[src/hdl/bpc_pkg.sv]
// shared types and constants for the barometric pressure compensation block
package bpc_pkg;

    localparam int RAW_W  = 24;
    localparam int DT_W   = RAW_W + 1;
    localparam int CAL_W  = 16;
    localparam int IDX_W  = 3;
    localparam int TEMP_W = 19;
    localparam int PRES_W = 32;

    localparam logic signed [TEMP_W-1:0] TEMP_COLD  = 19'sd2000;
    localparam logic signed [TEMP_W-1:0] TEMP_FROST = -19'sd1500;

    typedef enum logic [IDX_W-1:0] {
        REG_SENS_COEF      = 3'd0,
        REG_OFFSET_COEF    = 3'd1,
        REG_SENS_TEMPCO    = 3'd2,
        REG_OFFSET_TEMPCO  = 3'd3,
        REG_REF_TEMP       = 3'd4,
        REG_TEMP_SENS_COEF = 3'd5
    } bpc_reg_idx_t;

    typedef struct packed {
        logic [CAL_W-1:0] sens_coef;
        logic [CAL_W-1:0] offset_coef;
        logic [CAL_W-1:0] sens_tempco;
        logic [CAL_W-1:0] offset_tempco;
        logic [CAL_W-1:0] ref_temperature;
        logic [CAL_W-1:0] temp_sens_coef;
    } bpc_cal_t;

    // one reading pair after the front end: raw pressure and temperature difference
    typedef struct packed {
        logic [RAW_W-1:0]        d1;
        logic signed [DT_W-1:0]  dt;
    } bpc_item_t;

    typedef struct packed {
        logic full;
        logic empty;
    } bpc_q_stat_t;

endpackage

[src/hdl/bpc_front.sv]
// input side: accepts reading pairs and forms the temperature difference
module bpc_front (
    input  logic                              s_valid,
    output logic                              s_ready,
    input  logic [bpc_pkg::RAW_W-1:0]         s_raw_pressure,
    input  logic [bpc_pkg::RAW_W-1:0]         s_raw_temperature,
    input  logic [bpc_pkg::CAL_W-1:0]         ref_temperature,
    input  bpc_pkg::bpc_q_stat_t              q_stat,
    output logic                              push,
    output bpc_pkg::bpc_item_t                item
);
    import bpc_pkg::*;

    logic signed [DT_W-1:0] raw_t_ext;
    logic signed [DT_W-1:0] ref_t_ext;

    assign s_ready   = !q_stat.full;
    assign push      = s_valid && !q_stat.full;

    // dT = D2 - C5 * 256
    assign raw_t_ext = {1'b0, s_raw_temperature};
    assign ref_t_ext = {1'b0, ref_temperature, 8'b0};
    assign item.d1   = s_raw_pressure;
    assign item.dt   = raw_t_ext - ref_t_ext;

endmodule

[config.mk]
export PLATFORM = sky130hd
export DESIGN_NAME = bpc_front
export DESIGN_NICKNAME = d
export VERILOG_FILES = /design/src/hdl/bpc_pkg.sv /design/src/hdl/bpc_front.sv
export SDC_FILE = /design/constraint.sdc
export NUM_CORES = 1
export LEC_CHECK = 0
export BUFFER_PORTS_ARGS = -buffer_cell sky130_fd_sc_hd__buf_2
export CORE_MARGIN = 10
export CORE_UTILIZATION = 38
export DETAILED_ROUTE_END_ITERATION = 7
export GPL_ROUTABILITY_DRIVEN = 0
export PLACE_DENSITY = 0.89
export SYNTH_ARGS = -nofsm -noshare
export SYNTH_HDL_FRONTEND = slang
export SYNTH_SLANG_ARGS = --single-unit
export TNS_END_PERCENT = 20
[constraint.sdc]
create_clock -name vclk -period 2.1
set_clock_uncertainty 0.2 [all_clocks]
set_input_delay 0.105 -clock vclk [all_inputs]
set_output_delay 0.105 -clock vclk [all_outputs]
set_load 0.05 [all_outputs]
==> summary by stage <==
Run status
The flow ran to the end, but the final reports show violations. The checks that failed: setup timing.

Worst setup path
The standard cell with the maximum stage delay on the critical path is or3b_4. In this design, the largest share of critical-path delay is due to compound AO/OA/AOI/OAI gates. The number of buffers and inverters on the critical path is 3. Traced cell by cell, the critical path runs through buf_6 > inv_4 > ha_4 > fa_2 > nor2b_4 > o2111a_2 > o311ai_4 > a21oi_1 > or3b_4 > buf_8.

The worst setup path is captured at a primary output. The worst setup path is launched from a primary input. The start-to-end type of the worst setup path is in -> out. The peak fanout along the critical path is 4. For the worst setup path, the data required time is 1.79 ns. Data on the critical path arrives at its endpoint at 1.89 ns. The largest stage delay on the critical path is 0.38 ns.

Final layout
The design has 0 sequential cells. The final instance area is 0.00152 mm². The repair_antennas step left the layout with diodes totalling 0. For this run, the number of standard cells in the final layout without fillers is 234. The area growth from synthesis to layout is 29.9%. The library cells used most frequently in the layout, excluding fill and tap cells, are buf_2, buf_4, inv_1, ha_1, a21oi_1. The fraction of final layout cells sized beyond drive strength 1 is 0.453. The clock tree buffer count of the final layout is 0. The sequential cells in the finished layout cover a total of 0 µm².

The library cell used most frequently in the layout, excluding fill and tap cells, is buf_2. The net count of the finished layout is 287. The utilization after layout is 0.505.

Placement
The count of buffers from port buffering is 53. Including well taps, the total number of placed cells is 233. Detailed placement ended at an HPWL of 2770 µm. The worst setup timing slack at the placement stage is -0.286 ns. The placed cell area is 0.00137 mm².

Global route
The global-route congestion overflow total is 0. The first global-routing pass estimated 5360 µm of wire. The via count of the first global-routing pass is 1288. The combined global-route utilization of all metal layers is 0.111. The initial antenna violation count was 0. Entering global routing, the biggest net connects 8 pins.

Worst hold path
The worst hold path depth is 0. The worst hold path begins at s_raw_pressure[18]. The path with the worst hold slack has its endpoint at item[43]. In this run the worst hold path is classified as in -> out.

Die
The initialized floorplan defines 20 standard-cell rows. The initial utilization of the core area, before any placement, comes to 0.389. The floorplan step set the die width to 75.4 µm.

Measured along the y axis, the die boundary spans 75.4 µm. The count of pins on the block boundary is 118. The region available for standard cell placement spans 0.00300 mm². The die covers 0.00569 mm².

Timing
Setup repair after global routing could not meet its margin everywhere. Headroom to the max-slew limit came out at 0.494. For the finished layout, the period the worst path requires is 2.19 ns. Setup slack on the critical path of the routed design comes to -0.0916 ns.

Based on the critical path, the design can be clocked at up to 456 MHz. The final period utilization is 1.04. Setup violations remaining at the end of the flow were counted as 6. The final-layout worst hold slack is 0.0100 ns.

The final number of hold-violating endpoints was 0. At the pin with the least slew margin, the transition time is 0.750 ns. The final number of max-transition violations is 0.

Routing
The via count normalized by instance count is 5.20. The post-detailed-route count of antenna-violating nets is 0. After detailed routing, the number of remaining DRC violations is 0.

The final layout contains routed wiring with a total length of 3230 µm. The via count is 1217. The wire length per cell is 13.8 µm. The number of design-rule violations left by the first detailed-router iteration is 22.

Before antenna repair, the detailed router went through 4 iterations.

Synth
The count of different cell masters after synthesis is 38. The post-synthesis net count is 250. The cell type with the largest total area after synthesis is buf_4.

For this run, the number of Yosys warnings is 0. For this run, the register share of the synthesized area comes to 0. The per-instance average area after synthesis is 7.03 µm². Of the post-synthesis cell area, the dominant cell type holds 0.206.

Yosys attributes the largest share of cell area to buf_4, ha_1, inv_1, xnor2_1, a21oi_1. The synthesized netlist occupies a cell area of 0.00117 mm². The gate count of the mapped netlist is 166.

Power and ir drop
Power spread over the standard cell area amounts to 503 mW/mm². IR analysis of the VDD net gives a maximum drop of 298 µV. The analysis attributes to cell leakage a power of 0.819 nW.

Job
The max-capacitance violation count is 0.
Yosys cell counts:
cell	n
nor2_1	8
and2_1	1
o21a_1	1
a31o_2	1
clkbuf_1	3
o2111a_2	1
a31oi_1	1
o311ai_4	1
nand2b_1	5
xnor2_1	9
inv_1	22
and3_1	3
a21o_1	4
o311ai_1	1
o211ai_1	1
fa_1	1
o31a_1	3
or4_1	1
o21ai_1	2
nor2b_4	1
or3b_1	1
o21ai_0	4
ha_1	16
o211a_1	1
xor2_1	2
buf_4	32
or3_1	2
o311ai_0	2
o2111ai_1	1
nand2_1	6
nand3_1	1
nor4_1	2
nor3_1	3
and4_1	1
a21oi_1	14
nand4_1	2
nor2b_1	5
mux2i_1	1
power breakdown:
part / switching [W] / internal (W) / total, W / leakage (nW)
logic: 0.000473 / 0.000291 / 0.000763 / 0.819
registers: 0 / 0 / 0 / 0
clock network: 0 / 0 / 0 / 0
total: 0.000473 / 0.000291 / 0.000763 / 0.819
cell families after synthesis:
| family | synth area share |
|---|---|
| and+or+nand+nor | 0.203 |
| xor gates and xnor gates | 0.0825 |
| AOI/OAI and AO/OA | 0.232 |
| adders and majority gates | 0.189 |
| buffers and inverters | 0.286 |
| muxes | 0.00857 |
metrics by stage:
step | total power [W] | TNS [ns]
finish | 0.000763 | -0.209
global route | 0.000819 | -0.841
CTS | 0.000738 | -0.245
detailed placement | 0.000685 | -1.29
global placement | 0.000672 | -0.945
floorplan | 0.000662 | -1.01
timing repair:
item                                    4_1_cts  5_1_grt
endpoints found under the setup margin       10       10
hold endpoints to repair                      0        0
setup buffers                                 0        1
gates resized for setup                      23       14
cloned                                        0        0
pin swaps                                     9       15
hold buffers                                  0        0
how the worst max path moves through the flow:
stage,depth (start not counted),end,slack (ns),startpoint
after floorplan,8,item[23],-0.19,ref_temperature[10]
after global placement,10,item[20],-0.24,s_raw_temperature[8]
after detailed placement,10,item[20],-0.29,s_raw_temperature[8]
after CTS,10,item[22],-0.10,s_raw_temperature[8]
after global routing,10,item[22],-0.14,s_raw_temperature[8]
final,10,item[22],-0.09,s_raw_temperature[8]
final cells by class:
cell class | instances | area, µm²
Fill cell | 304 | 1490
Inverter | 22 | 87.6
Multi-Input combinational cell | 109 | 931
Tap cell | 33 | 41.3
Timing Repair Buffer | 70 | 457
routing by layer:
metal  vias up  part of all wire  GRT usage
met5         -                 0          0
met4         0            0.0093     0.0268
met3        10             0.084     0.0286
met2        41              0.53      0.218
met1       552              0.38      0.112
li1        614                 -          -
Note: power is estimated with default switching activity, not from simulation.
