--- src/hdl/bpc_pkg.sv ---
// shared types and constants for the barometric pressure compensation block
package bpc_pkg;

    localparam int RAW_W  = 24;
    localparam int DT_W   = RAW_W + 1;
    localparam int CAL_W  = 16;
    localparam int IDX_W  = 3;
    localparam int TEMP_W = 19;
    localparam int PRES_W = 32;

    localparam logic signed [TEMP_W-1:0] TEMP_COLD  = 19'sd2000;
    localparam logic signed [TEMP_W-1:0] TEMP_FROST = -19'sd1500;

    typedef enum logic [IDX_W-1:0] {
        REG_SENS_COEF      = 3'd0,
        REG_OFFSET_COEF    = 3'd1,
        REG_SENS_TEMPCO    = 3'd2,
        REG_OFFSET_TEMPCO  = 3'd3,
        REG_REF_TEMP       = 3'd4,
        REG_TEMP_SENS_COEF = 3'd5
    } bpc_reg_idx_t;

    typedef struct packed {
        logic [CAL_W-1:0] sens_coef;
        logic [CAL_W-1:0] offset_coef;
        logic [CAL_W-1:0] sens_tempco;
        logic [CAL_W-1:0] offset_tempco;
        logic [CAL_W-1:0] ref_temperature;
        logic [CAL_W-1:0] temp_sens_coef;
    } bpc_cal_t;

    // one reading pair after the front end: raw pressure and temperature difference
    typedef struct packed {
        logic [RAW_W-1:0]        d1;
        logic signed [DT_W-1:0]  dt;
    } bpc_item_t;

    typedef struct packed {
        logic full;
        logic empty;
    } bpc_q_stat_t;

endpackage

--- src/hdl/bpc_queue.sv ---
// short item queue between the front end and the arithmetic pipeline
module bpc_queue #(
    parameter int DEPTH = 4
) (
    input  logic                 aclk,
    input  logic                 aresetn,
    input  logic                 push,
    input  bpc_pkg::bpc_item_t   push_item,
    input  logic                 pop,
    output bpc_pkg::bpc_item_t   head_item,
    output bpc_pkg::bpc_q_stat_t stat
);
    import bpc_pkg::*;

    localparam int PTR_W = $clog2(DEPTH);
    localparam int CNT_W = $clog2(DEPTH + 1);

    bpc_item_t        mem_reg [DEPTH];
    logic [PTR_W-1:0] wr_ptr_reg, wr_ptr_next;
    logic [PTR_W-1:0] rd_ptr_reg, rd_ptr_next;
    logic [CNT_W-1:0] count_reg, count_next;
    logic             do_push, do_pop;

    assign stat.full  = (count_reg == CNT_W'(DEPTH));
    assign stat.empty = (count_reg == '0);
    assign do_push    = push && !stat.full;
    assign do_pop     = pop && !stat.empty;
    assign head_item  = mem_reg[rd_ptr_reg];

    always_comb begin
        wr_ptr_next = wr_ptr_reg;
        rd_ptr_next = rd_ptr_reg;
        if (do_push) begin
            wr_ptr_next = (wr_ptr_reg == PTR_W'(DEPTH - 1)) ? '0 : wr_ptr_reg + 1'b1;
        end
        if (do_pop) begin
            rd_ptr_next = (rd_ptr_reg == PTR_W'(DEPTH - 1)) ? '0 : rd_ptr_reg + 1'b1;
        end
        unique case ({do_push, do_pop})
            2'b10:   count_next = count_reg + 1'b1;
            2'b01:   count_next = count_reg - 1'b1;
            default: count_next = count_reg;
        endcase
    end

    always_ff @(posedge aclk) begin
        if (do_push) begin
            mem_reg[wr_ptr_reg] <= push_item;
        end
    end

    always_ff @(posedge aclk) begin
        if (!aresetn) begin
            wr_ptr_reg <= '0;
            rd_ptr_reg <= '0;
            count_reg  <= '0;
        end else begin
            wr_ptr_reg <= wr_ptr_next;
            rd_ptr_reg <= rd_ptr_next;
            count_reg  <= count_next;
        end
    end

`ifndef SYNTHESIS
    a_count_bound: assert property (@(posedge aclk) disable iff (!aresetn)
        count_reg <= CNT_W'(DEPTH))
        else $error("queue count above depth");

    a_empty_ptrs: assert property (@(posedge aclk) disable iff (!aresetn)
        (count_reg == '0) |-> (rd_ptr_reg == wr_ptr_reg))
        else $error("empty queue with pointers apart");

    a_count_track: assert property (@(posedge aclk) disable iff (!aresetn)
        (do_push && !do_pop) |=> (count_reg == $past(count_reg) + 1'b1))
        else $error("queue count missed a push");
`endif

endmodule

--- config.mk ---
export PLATFORM = sky130hd
export DESIGN_NAME = bpc_queue
export DESIGN_NICKNAME = d
export VERILOG_FILES = /design/src/hdl/bpc_pkg.sv /design/src/hdl/bpc_queue.sv
export SDC_FILE = /design/constraint.sdc
export NUM_CORES = 1
export LEC_CHECK = 0
export ABC_AREA = 0
export BUFFER_PORTS_ARGS = -buffer_cell sky130_fd_sc_hd__buf_4
export CORE_MARGIN = 5
export CORE_UTILIZATION = 45
export CTS_CLUSTER_SIZE = 30
export DETAILED_ROUTE_END_ITERATION = 8
export GPL_TIMING_DRIVEN = 0
export HOLD_SLACK_MARGIN = 0.1
export PLACE_DENSITY_LB_ADDON = 0.25
export SLEW_MARGIN = 10
export SYNTH_ARGS = -nofsm -noshare
export SYNTH_HDL_FRONTEND = slang
export SYNTH_SLANG_ARGS = --single-unit
--- constraint.sdc ---
create_clock -name aclk -period 3 [get_ports aclk]
set_clock_uncertainty 0.2 [all_clocks]
set_input_delay 0.75 -clock aclk [delete_from_list [all_inputs] [get_ports aclk]]
set_output_delay 0.75 -clock aclk [all_outputs]
set_load 0.1 [all_outputs]
==> results of run 1 <==
-- power groups by stage --
stage               logic, mW  registers [mW]  clock network (mW)
floorplan                3.29            3.59                   0
global placement         4.06            3.62                   0
detailed placement       4.09            3.61                   0
CTS                      4.09            3.55                2.47
global route             4.24            3.58                2.58
finish                   4.09            3.55                2.40
-- cells in the final DEF, fill, tap and decap left out --
cell type,synthesis,layout
sky130_fd_sc_hd__a21boi_0,1,1
sky130_fd_sc_hd__or3_1,1,1
sky130_fd_sc_hd__nor3_2,0,1
sky130_fd_sc_hd__nor2b_1,1,1
sky130_fd_sc_hd__clkinv_4,0,1
sky130_fd_sc_hd__bufinv_16,0,2
sky130_fd_sc_hd__ha_1,6,6
sky130_fd_sc_hd__nor2_1,2,2
sky130_fd_sc_hd__mux4_2,47,47
sky130_fd_sc_hd__buf_4,3,97
sky130_fd_sc_hd__xnor2_1,1,1
sky130_fd_sc_hd__clkinv_1,0,2
sky130_fd_sc_hd__nand3_1,2,2
sky130_fd_sc_hd__inv_1,7,7
sky130_fd_sc_hd__buf_6,1,12
sky130_fd_sc_hd__mux4_1,2,2
sky130_fd_sc_hd__and2_4,0,4
sky130_fd_sc_hd__buf_12,2,2
sky130_fd_sc_hd__o31ai_1,1,1
sky130_fd_sc_hd__clkbuf_1,2,5
sky130_fd_sc_hd__buf_2,2,3
sky130_fd_sc_hd__xor2_1,1,1
sky130_fd_sc_hd__fa_1,1,1
sky130_fd_sc_hd__nor3b_4,0,1
sky130_fd_sc_hd__clkbuf_16,0,21
sky130_fd_sc_hd__edfxtp_1,196,196
sky130_fd_sc_hd__dfxtp_1,9,9
sky130_fd_sc_hd__mux2i_1,2,2
sky130_fd_sc_hd__clkinvlp_4,0,1
sky130_fd_sc_hd__o21ai_0,4,4
sky130_fd_sc_hd__clkinv_2,0,1
sky130_fd_sc_hd__nand2_1,7,7
sky130_fd_sc_hd__and2_1,6,2
-- per-layer routing --
metal  part of all wire  wire (um)  vias to the layer above  GRT usage
met3              0.064        843                       19     0.0336
met5                  0          0                        -          0
met4              0.015        202                        0     0.0326
met2               0.51       6640                      102      0.222
met1               0.41       5450                     1772      0.176
li1                   -          -                     1554          -
-- what timing repair did --
item | in CTS | in global routing
gates resized for setup | 5 | 11
gates cloned | 0 | 0
setup endpoints to repair | 40 | 20
-- worst max-delay path, delay by kind of cell, from the launching register on --
family | cells | cell delay [ns]
flip-flops | 1 | 0.32
buffers and inverters | 3 | 0.60
multiplexers | 1 | 0.56
-- worst max-delay path by stage --
| stage | startpoint | endpoint | slack, ns |
|---|---|---|---|
| global placement | push | mem_reg[3][40] | -1.05 |
| CTS | flop | head_item[22] | 0.02 |
| detailed placement | push | count_reg[2] | 0.18 |
| floorplan | count_reg[2] | count_reg[2] | -0.03 |
| global route | flop | head_item[18] | -0.02 |
| finish | flop | head_item[18] | 0.08 |
-- stage by stage --
| stage | instance area [um2] | setup TNS (ns) |
|---|---|---|
| after CTS | 9290 | 0 |
| final | 9330 | 0 |
| after floorplan | 7600 | -0.0299 |
| after detailed placement | 8650 | 0 |
| after global placement | 8640 | -204.54 |
| after global routing | 9330 | -0.0366 |
-- layout make-up --
| cell class | count | area [um2] |
|---|---|---|
| Inverter | 7 | 26.3 |
| Multi-Input combinational cell | 87 | 1410 |
| Clock buffer | 24 | 537 |
| Timing Repair Buffer | 103 | 811 |
| Fill cell | 1279 | 7250 |
| Sequential cell | 205 | 6070 |
| Clock inverter | 7 | 88.8 |
| Buffer | 13 | 115 |
| Tap cell | 220 | 275 |
-- cells by family after synthesis --
logic type,Yosys count,share of synthesized area
AOI/OAI and AO/OA,6,0.00462
xor gates and xnor gates,2,0.00231
adders and majority gates,7,0.0125
buffers and inverters,20,0.0170
DFF,205,0.800
muxes,51,0.149
and+or+nand+nor,21,0.0140
==> flow_metrics.tcl, run 1 <==
set metrics [dict create \
    grt_util_all_layers 0.133 \
    timing.critical_path.slowest_cell_delay_ns 0.56 \
    synth.net_count 372 \
    place_inst 635 \
    avgRoutedWirePerCell_um 19.7 \
    share_clk_of_total_power 0.239 \
    gp_congestion 0.662 \
    worst_hold_slack_ns 0.269 \
    placeableCoreArea_um2 16600 \
    grt_antenna_before_repair 0 \
    grt_max_degree 50 \
    worst_setup_path_start_kind "flop" \
    first_global_vias 3761 \
    antenna_cells_inserted 0 \
    seq_power_share 0.354 \
    num_rows 47 \
    htree_levels 1 \
    synth_top_area_cell "sky130_fd_sc_hd__edfxtp_1" \
    ratio_of_cells_with_drive_above_1_in_the_final_layout 0.433 \
    report.final.hold_viol_count 0 \
    cts_root_buffer "sky130_fd_sc_hd__clkbuf_16" \
    tritoncts_num_sinks 205 \
    timing.reg2reg.setup_slack_ns 0.44 \
    synth.top_cells.by_area "sky130_fd_sc_hd__edfxtp_1, sky130_fd_sc_hd__mux4_2, sky130_fd_sc_hd__dfxtp_1" \
    die_width_um 140 \
    timing.critical_path.to_type "output port" \
    worst_flop_to_flop_path_startpoint "count_reg[2]" \
    hold_depth 1 \
    setup-violations-final 0 \
    syn-cell-area_um2 7580 \
    fin_crit_ns 2.92 \
    fp.dieH_um 140 \
    synth_largest_type_area_fraction 0.776 \
    slew_headroom 0.472 \
    timing.final.max_slew_violations 0 \
    iter_0_drt_violations 203 \
    syn_to_final_growth_pct 23.1 \
    cellLeakagePower_nw 3.16 \
    worst-endpoint-arrival_ns 1.97 \
    synth_edf_count 196 \
    p_sw_frac 0.403 \
    synthDistinctLibCells 27 \
    clock_latency_ns 0.48 \
    fraction_of_power_consumed_by_combinational_cells 0.407 \
    tritoncts "yes" \
    detailroute.via_count 3447 \
    critPathMaxFanout 10 \
    yosysSeqAreaShare 0.800 \
    global_route_wire_length_before_repair_mm 20.4 \
    reg2reg_to "count_reg[2]" \
    crit_chain "buf_6 > buf_4 > mux4_2 > buf_4" \
    irDropWorstVdd_mv 0.675 \
    placement.io_buffers 103 \
    worst_slew_pin_slew_ns 0.792 \
    floorplan.initialDensity 0.457 \
    synth_area_per_cell_um2 24.3 \
    detail_route.drc_violations 0 \
    dpl.hpwl_mm 7.69 \
    cell_internal_pwr_mw 5.99 \
    timing.hold.worst_endpoint "mem_reg[0][5]" \
    place_worst_setup_slack_ns 0.184 \
    commonest_register_cell_after_synthesis "sky130_fd_sc_hd__edfxtp_1" \
    numCtsBuffers 21 \
    synthArstFlopShare 0 \
    cts-root-to-sink-buffers 3 \
    layout.cells.non_filler 666 \
    final_period_utilization 0.973 \
    largest_register_ff_count 196 \
    total_power_mw 10.0 \
    drt.antenna.violating_nets 0 \
    setup.worst_path.class "reg2out" \
    rsz_0062_raised_after_global_routing "true" \
    die_area_um2 19500 \
    gr-total-overflow 0 \
    final_util 0.563 \
    max_freq_mhz 343 \
    crit_top_cell "sky130_fd_sc_hd__buf_4" \
    cts.repair_timing.setup_buffer_count 0 \
    drv.max_cap_violation_count 0 \
    critical_path_required_ns 2.05 \
    drt_pass1_iterations 5 \
    clk_pin_slew_ns 0.06 \
    io_pins 104 \
    p_switching_mw 4.04 \
    outcome "complete, no violations" \
    hp-start "push_item[5]" \
    post_drt_via_cell_ratio 5.18 \
    holdCritPathClass "in2reg" \
    synthTopCellsByCount "sky130_fd_sc_hd__edfxtp_1, sky130_fd_sc_hd__mux4_2, sky130_fd_sc_hd__dfxtp_1" \
    reg2regPathDepth 10 \
    synth.yosys.warnings 0 \
    total_length_of_routed_wires_mm 13.1 \
    power.density_cell_area_nw_per_um2 1080 \
    synth_seq_cells 205 \
    netlist_instances 312 \
    final_net_count 498 \
    crit_path_setup_slack_layout_ns 0.0824 \
    critical_path.slowest_cell "sky130_fd_sc_hd__mux4_2" \
    synth.most_common_cell "sky130_fd_sc_hd__edfxtp_1" \
    cts-hold-fix-buffers 0 \
]
Power figures use the tool's default switching activity.
==> run 2, diff against run 1 <==
--- a/config.mk
+++ b/config.mk
@@ -7,6 +7,8 @@
 export LEC_CHECK = 0
 export ABC_AREA = 0
 export BUFFER_PORTS_ARGS = -buffer_cell sky130_fd_sc_hd__buf_4
+export CAP_MARGIN = 20
+export CORE_ASPECT_RATIO = 0.8
 export CORE_MARGIN = 5
 export CORE_UTILIZATION = 45
 export CTS_CLUSTER_SIZE = 30
==> flow_metrics.tcl, run 2 (synthesis gave the netlist of run 1 again) <==
set metrics [dict create \
    fraction_of_power_consumed_by_combinational_cells 0.409 \
    drt.antenna.violating_nets 0 \
    grt_max_degree 50 \
    grt_util_all_layers 0.138 \
    timing.critical_path.slowest_cell_delay_ns 0.48 \
    total_power_mw 10.2 \
    tritoncts_num_sinks 205 \
    floorplan.initialDensity 0.458 \
    timing.reg2reg.setup_slack_ns 0.49 \
    crit_chain "buf_6 > buf_12 > clkbuf_16 > mux4_2 > buf_4" \
    timing.final.max_slew_violations 0 \
    antenna_cells_inserted 0 \
    htree_levels 1 \
    setup.worst_path.class "reg2out" \
    seq_power_share 0.348 \
    placeableCoreArea_um2 16600 \
    critical_path_required_ns 2.05 \
    clock_latency_ns 0.48 \
    post_drt_via_cell_ratio 5.11 \
    final_common_cell "sky130_fd_sc_hd__edfxtp_1" \
    timing.critical_path.to_type "output port" \
    worst_flop_to_flop_path_startpoint "count_reg[2]" \
    top_library_cells_by_usage_in_the_layout_fill_and_taps_aside "sky130_fd_sc_hd__edfxtp_1, sky130_fd_sc_hd__buf_4, sky130_fd_sc_hd__mux4_2" \
    worst_hold_slack_ns 0.263 \
    setup-violations-final 0 \
    worst_setup_path_start_kind "flop" \
    p_sw_frac 0.404 \
    endpoint "head_item[22]" \
    cellLeakagePower_nw 3.21 \
    numCtsBuffers 21 \
    gp_congestion 0.681 \
    timing.setup.tns_ns 0 \
    drt_pass1_iterations 4 \
    syn_to_final_growth_pct 24.3 \
    outcome "complete, no violations" \
    critPathMaxFanout 7 \
    clk_pin_slew_ns 0.06 \
    gr-total-overflow 0 \
    worstSetupPathDepth 5 \
    global_route_wire_length_before_repair_mm 20.9 \
    fin_crit_ns 2.92 \
    layout.filler_cells 1258 \
    tritoncts "yes" \
    rsz_0062_raised_after_global_routing "false" \
    slew_headroom 0.463 \
    ratio_of_cells_with_drive_above_1_in_the_final_layout 0.441 \
    reg2regPathDepth 10 \
    share_clk_of_total_power 0.243 \
    dpl.hpwl_mm 7.94 \
    multi_input_comb_area_um2 1410 \
    fp.dieH_um 126 \
    critical_path.top_delay_family "buffers and inverters" \
    grt_antenna_before_repair 0 \
    die_area_um2 19600 \
    irDropWorstVdd_mv 0.884 \
    iter_0_drt_violations 141 \
    p_switching_mw 4.12 \
    num_rows 42 \
    worst-endpoint-arrival_ns 1.97 \
    total_length_of_routed_wires_mm 13.5 \
    final_period_utilization 0.972 \
    first_global_vias 3856 \
    die_width_um 155 \
    detail_route.drc_violations 0 \
    placement.io_buffers 103 \
    report.final.hold_viol_count 0 \
    power.density_cell_area_nw_per_um2 1080 \
    cts-root-to-sink-buffers 3 \
    io_pins 104 \
    critical_path.slowest_cell "sky130_fd_sc_hd__mux4_2" \
    ff_latch_area_um2 6070 \
    reg2reg_to "count_reg[2]" \
    cts-hold-fix-buffers 0 \
    cts_root_buffer "sky130_fd_sc_hd__clkbuf_16" \
    holdCritPathClass "in2reg" \
    critPathBufInv 4 \
    max_freq_mhz 343 \
    cell_internal_pwr_mw 6.08 \
    final_net_count 502 \
    worst_slew_pin_slew_ns 0.806 \
    detailroute.via_count 3453 \
    avgRoutedWirePerCell_um 20.0 \
    final_util 0.569 \
    drv.max_cap_violation_count 0 \
    largest_register_ff_count 196 \
]
## run 2: area by class of cell
| cell class | instances | share of cell area |
|---|---|---|
| Tap cell | 220 | 0.0292 |
| Timing Repair Buffer | 107 | 0.0918 |
| Sequential cell | 205 | 0.644 |
| Clock inverter | 11 | 0.0118 |
| Inverter | 7 | 0.00279 |
| Clock buffer | 26 | 0.0578 |
| Buffer | 13 | 0.0130 |
| Multi-Input combinational cell | 87 | 0.150 |
## run 2: timing repair
action / CTS / global route
buffers inserted: 0 / 3
resized for setup: 12 / 4
gates cloned: 0 / 1
endpoints found under the setup margin: 40 / 30
## run 2: how the worst min path moves through the flow
stage,from,endpoint,slack (ns),cells past startpoint
3_3_place_gp,wr_ptr_reg[1],wr_ptr_reg[1],0.28,2
6_report,push_item[30],mem_reg[0][30],0.26,1
5_1_grt,push_item[4],mem_reg[2][4],0.24,1
2_1_floorplan,wr_ptr_reg[1],wr_ptr_reg[1],0.27,2
3_5_place_dp,wr_ptr_reg[1],wr_ptr_reg[1],0.30,2
4_1_cts,push_item[4],mem_reg[1][4],0.24,1
## run 2: worst register-to-register path: stages, from the launching register on
cell	delay, ns
sky130_fd_sc_hd__dfxtp_1	0.41
sky130_fd_sc_hd__nor3b_4	0.22
sky130_fd_sc_hd__nor2b_1	0.06
sky130_fd_sc_hd__clkbuf_1	0.20
sky130_fd_sc_hd__inv_1	0.10
sky130_fd_sc_hd__ha_1	0.18
sky130_fd_sc_hd__inv_1	0.06
sky130_fd_sc_hd__fa_1	0.37
sky130_fd_sc_hd__xor2_1	0.16
sky130_fd_sc_hd__or3_1	0.30
sky130_fd_sc_hd__a21boi_0	0.17
## run 2: power groups by stage
| stage | combinational, mW | sequential, mW | clock, mW |
|---|---|---|---|
| floorplan | 3.29 | 3.59 | 0 |
| global placement | 4.06 | 3.62 | 0 |
| detailed placement | 4.09 | 3.62 | 0 |
| CTS | 4.14 | 3.56 | 2.55 |
| global route | 4.32 | 3.58 | 2.67 |
| finish | 4.17 | 3.55 | 2.47 |
## run 2: metal layers
metal,vias to the layer above,global-route usage,part of all wire
met5,-,0,0
met1,1764,0.191,0.43
met4,0,0.0312,0.017
met2,101,0.223,0.49
met3,21,0.0360,0.063
li1,1567,-,-
## run 2: through the flow
stage | setup slack, ns | instance area, um2 | instances
5_1_grt | 0.00183 | 9420 | 676
2_1_floorplan | -0.0299 | 7600 | 312
3_3_place_gp | -1.04 | 8640 | 635
6_report | 0.0841 | 9420 | 676
4_1_cts | -0.00971 | 9350 | 672
3_5_place_dp | 0.229 | 8650 | 635
==> run 3, diff against run 2 <==
--- a/config.mk
+++ b/config.mk
@@ -8,7 +8,7 @@
 export ABC_AREA = 0
 export BUFFER_PORTS_ARGS = -buffer_cell sky130_fd_sc_hd__buf_4
 export CAP_MARGIN = 20
-export CORE_ASPECT_RATIO = 0.8
+export CORE_ASPECT_RATIO = 0.75
 export CORE_MARGIN = 5
 export CORE_UTILIZATION = 45
 export CTS_CLUSTER_SIZE = 30
==> flow_metrics.tcl, run 3 (synthesis gave the netlist of run 1 again) <==
set metrics [dict create \
    holdCritPathClass "in2reg" \
    globalRouteMet2Util 0.236 \
    htree_levels 1 \
    cellLeakagePower_nw 3.18 \
    detail_route.drc_violations 0 \
    tritoncts "yes" \
    floorplan.initialDensity 0.455 \
    fp.dieH_um 122 \
    critPathMaxFanout 10 \
    postPlaceCellArea_um2 8650 \
    irDropWorstVdd_mv 0.778 \
    setup.worst_path.class "reg2out" \
    total_length_of_routed_wires_mm 13.8 \
    global_route_wire_length_before_repair_mm 21.2 \
    num_rows 41 \
    timing.final.max_slew_violations 0 \
    place_inst 630 \
    final_design_area_no_fill_um2 9340 \
    gr-total-overflow 0 \
    slew_headroom 0.459 \
    drt_pass1_iterations 4 \
    cts-root-to-sink-buffers 3 \
    worst_slew_pin_slew_ns 0.811 \
    critical_path_required_ns 2.05 \
    dpl.hpwl_mm 7.91 \
    antenna_cells_inserted 0 \
    final_net_count 504 \
    clk_pin_slew_ns 0.06 \
    final_util 0.560 \
    die_area_um2 19600 \
    grt_max_degree 50 \
    drt.antenna.violating_nets 0 \
    iter_0_drt_violations 206 \
    power.density_cell_area_nw_per_um2 1070 \
    largest_register_ff_count 196 \
    report.final.hold_viol_count 0 \
    detailroute.via_count 3553 \
    layout.cells.non_filler 673 \
    outcome "complete, no violations" \
    worst-endpoint-arrival_ns 1.96 \
    setup-violations-final 0 \
    numCtsBuffers 21 \
    clock_latency_ns 0.47 \
    drv.max_cap_violation_count 0 \
    gp_congestion 0.647 \
    tritoncts_num_sinks 205 \
    grt_antenna_before_repair 0 \
    post_drt_via_cell_ratio 5.28 \
    timing.critical_path.to_type "output port" \
    cts_root_buffer "sky130_fd_sc_hd__clkbuf_16" \
    placement.io_buffers 103 \
    cts-hold-fix-buffers 0 \
    die_width_um 160 \
    io_pins 104 \
    top_library_cells_by_usage_in_the_layout_fill_and_taps_aside "sky130_fd_sc_hd__edfxtp_1, sky130_fd_sc_hd__buf_4, sky130_fd_sc_hd__mux4_2" \
    first_global_vias 3790 \
    max_freq_mhz 344 \
    ratio_of_cells_with_drive_above_1_in_the_final_layout 0.426 \
    grt_util_all_layers 0.142 \
    total_power_mw 9.99 \
    final_common_cell "sky130_fd_sc_hd__edfxtp_1" \
    syn_to_final_growth_pct 23.2 \
    met3_usage 0.0379 \
    globalRouteMet1Util 0.191 \
    grt_busiest_layer "met2" \
    fin_crit_ns 2.91 \
    final_period_utilization 0.968 \
    placeableCoreArea_um2 16700 \
    avgRoutedWirePerCell_um 20.5 \
    timing.setup.tns_ns 0 \
    rsz_0062_raised_after_global_routing "false" \
    worst_setup_path_start_kind "flop" \
]
run 3: cell count changes in the layout (fill, tap and decap cells not counted), sizes merged:
cell / delta
clkbuf: +6
buf: +2
clkinv: -1
inv: -1
bufinv: -2
clkinvlp: -2
run 3: timing repair:
item,CTS,global route
resized for setup,7,5
endpoints found under the setup margin,40,21
setup buffers,0,5
gates cloned,0,1
run 3: metrics by stage:
step / worst slack [ns] / hold WS [ns]
2_1_floorplan: -0.0299 / 0.268
3_3_place_gp: -1.03 / 0.275
3_5_place_dp: 0.169 / 0.307
4_1_cts: 0.00224 / 0.255
5_1_grt: 0.0106 / 0.250
6_report: 0.0949 / 0.274
run 3: worst paths after layout:
kind / start / end / slack [ns] / cells after the start
hold / removal: push_item[5] / mem_reg[2][5] / 0.27 / 1
setup reg to reg: count_reg[2] / count_reg[2] / 0.47 / 10
setup / recovery: flop / head_item[29] / 0.09 / 5
hold reg to reg: wr_ptr_reg[1] / wr_ptr_reg[1] / 0.30 / 2
run 3: metal layers:
| layer | vias to the layer above | routed length, um | part of all wire |
|---|---|---|---|
| li1 | 1570 | - | - |
| met2 | 104 | 6720 | 0.49 |
| met3 | 21 | 870 | 0.063 |
| met5 | - | 0 | 0 |
| met1 | 1858 | 5940 | 0.43 |
| met4 | 0 | 242 | 0.018 |
run 3: where the power goes:
part / internal [mW] / switching [mW]
clock network: 1.32 / 0.951
logic: 1.13 / 3.04
registers: 3.47 / 0.0844
total: 5.91 / 4.08
run 3: worst max-delay path, stage by stage (launching register included):
cell and delay, ns:
sky130_fd_sc_hd__dfxtp_1 0.32, sky130_fd_sc_hd__buf_6 0.12, sky130_fd_sc_hd__buf_12 0.14, sky130_fd_sc_hd__clkbuf_16 0.16
sky130_fd_sc_hd__mux4_2 0.49, sky130_fd_sc_hd__buf_4 0.25
run 3: layout make-up:
type / instances / area [um2]
buffer: 13 / 123
timing repair buffer: 109 / 851
tap: 215 / 269
clock inverter: 5 / 18.8
fill: 1248 / 7330
sequential: 205 / 6070
inverter: 7 / 26.3
clock buffer: 32 / 577
multi-input combinational: 87 / 1410
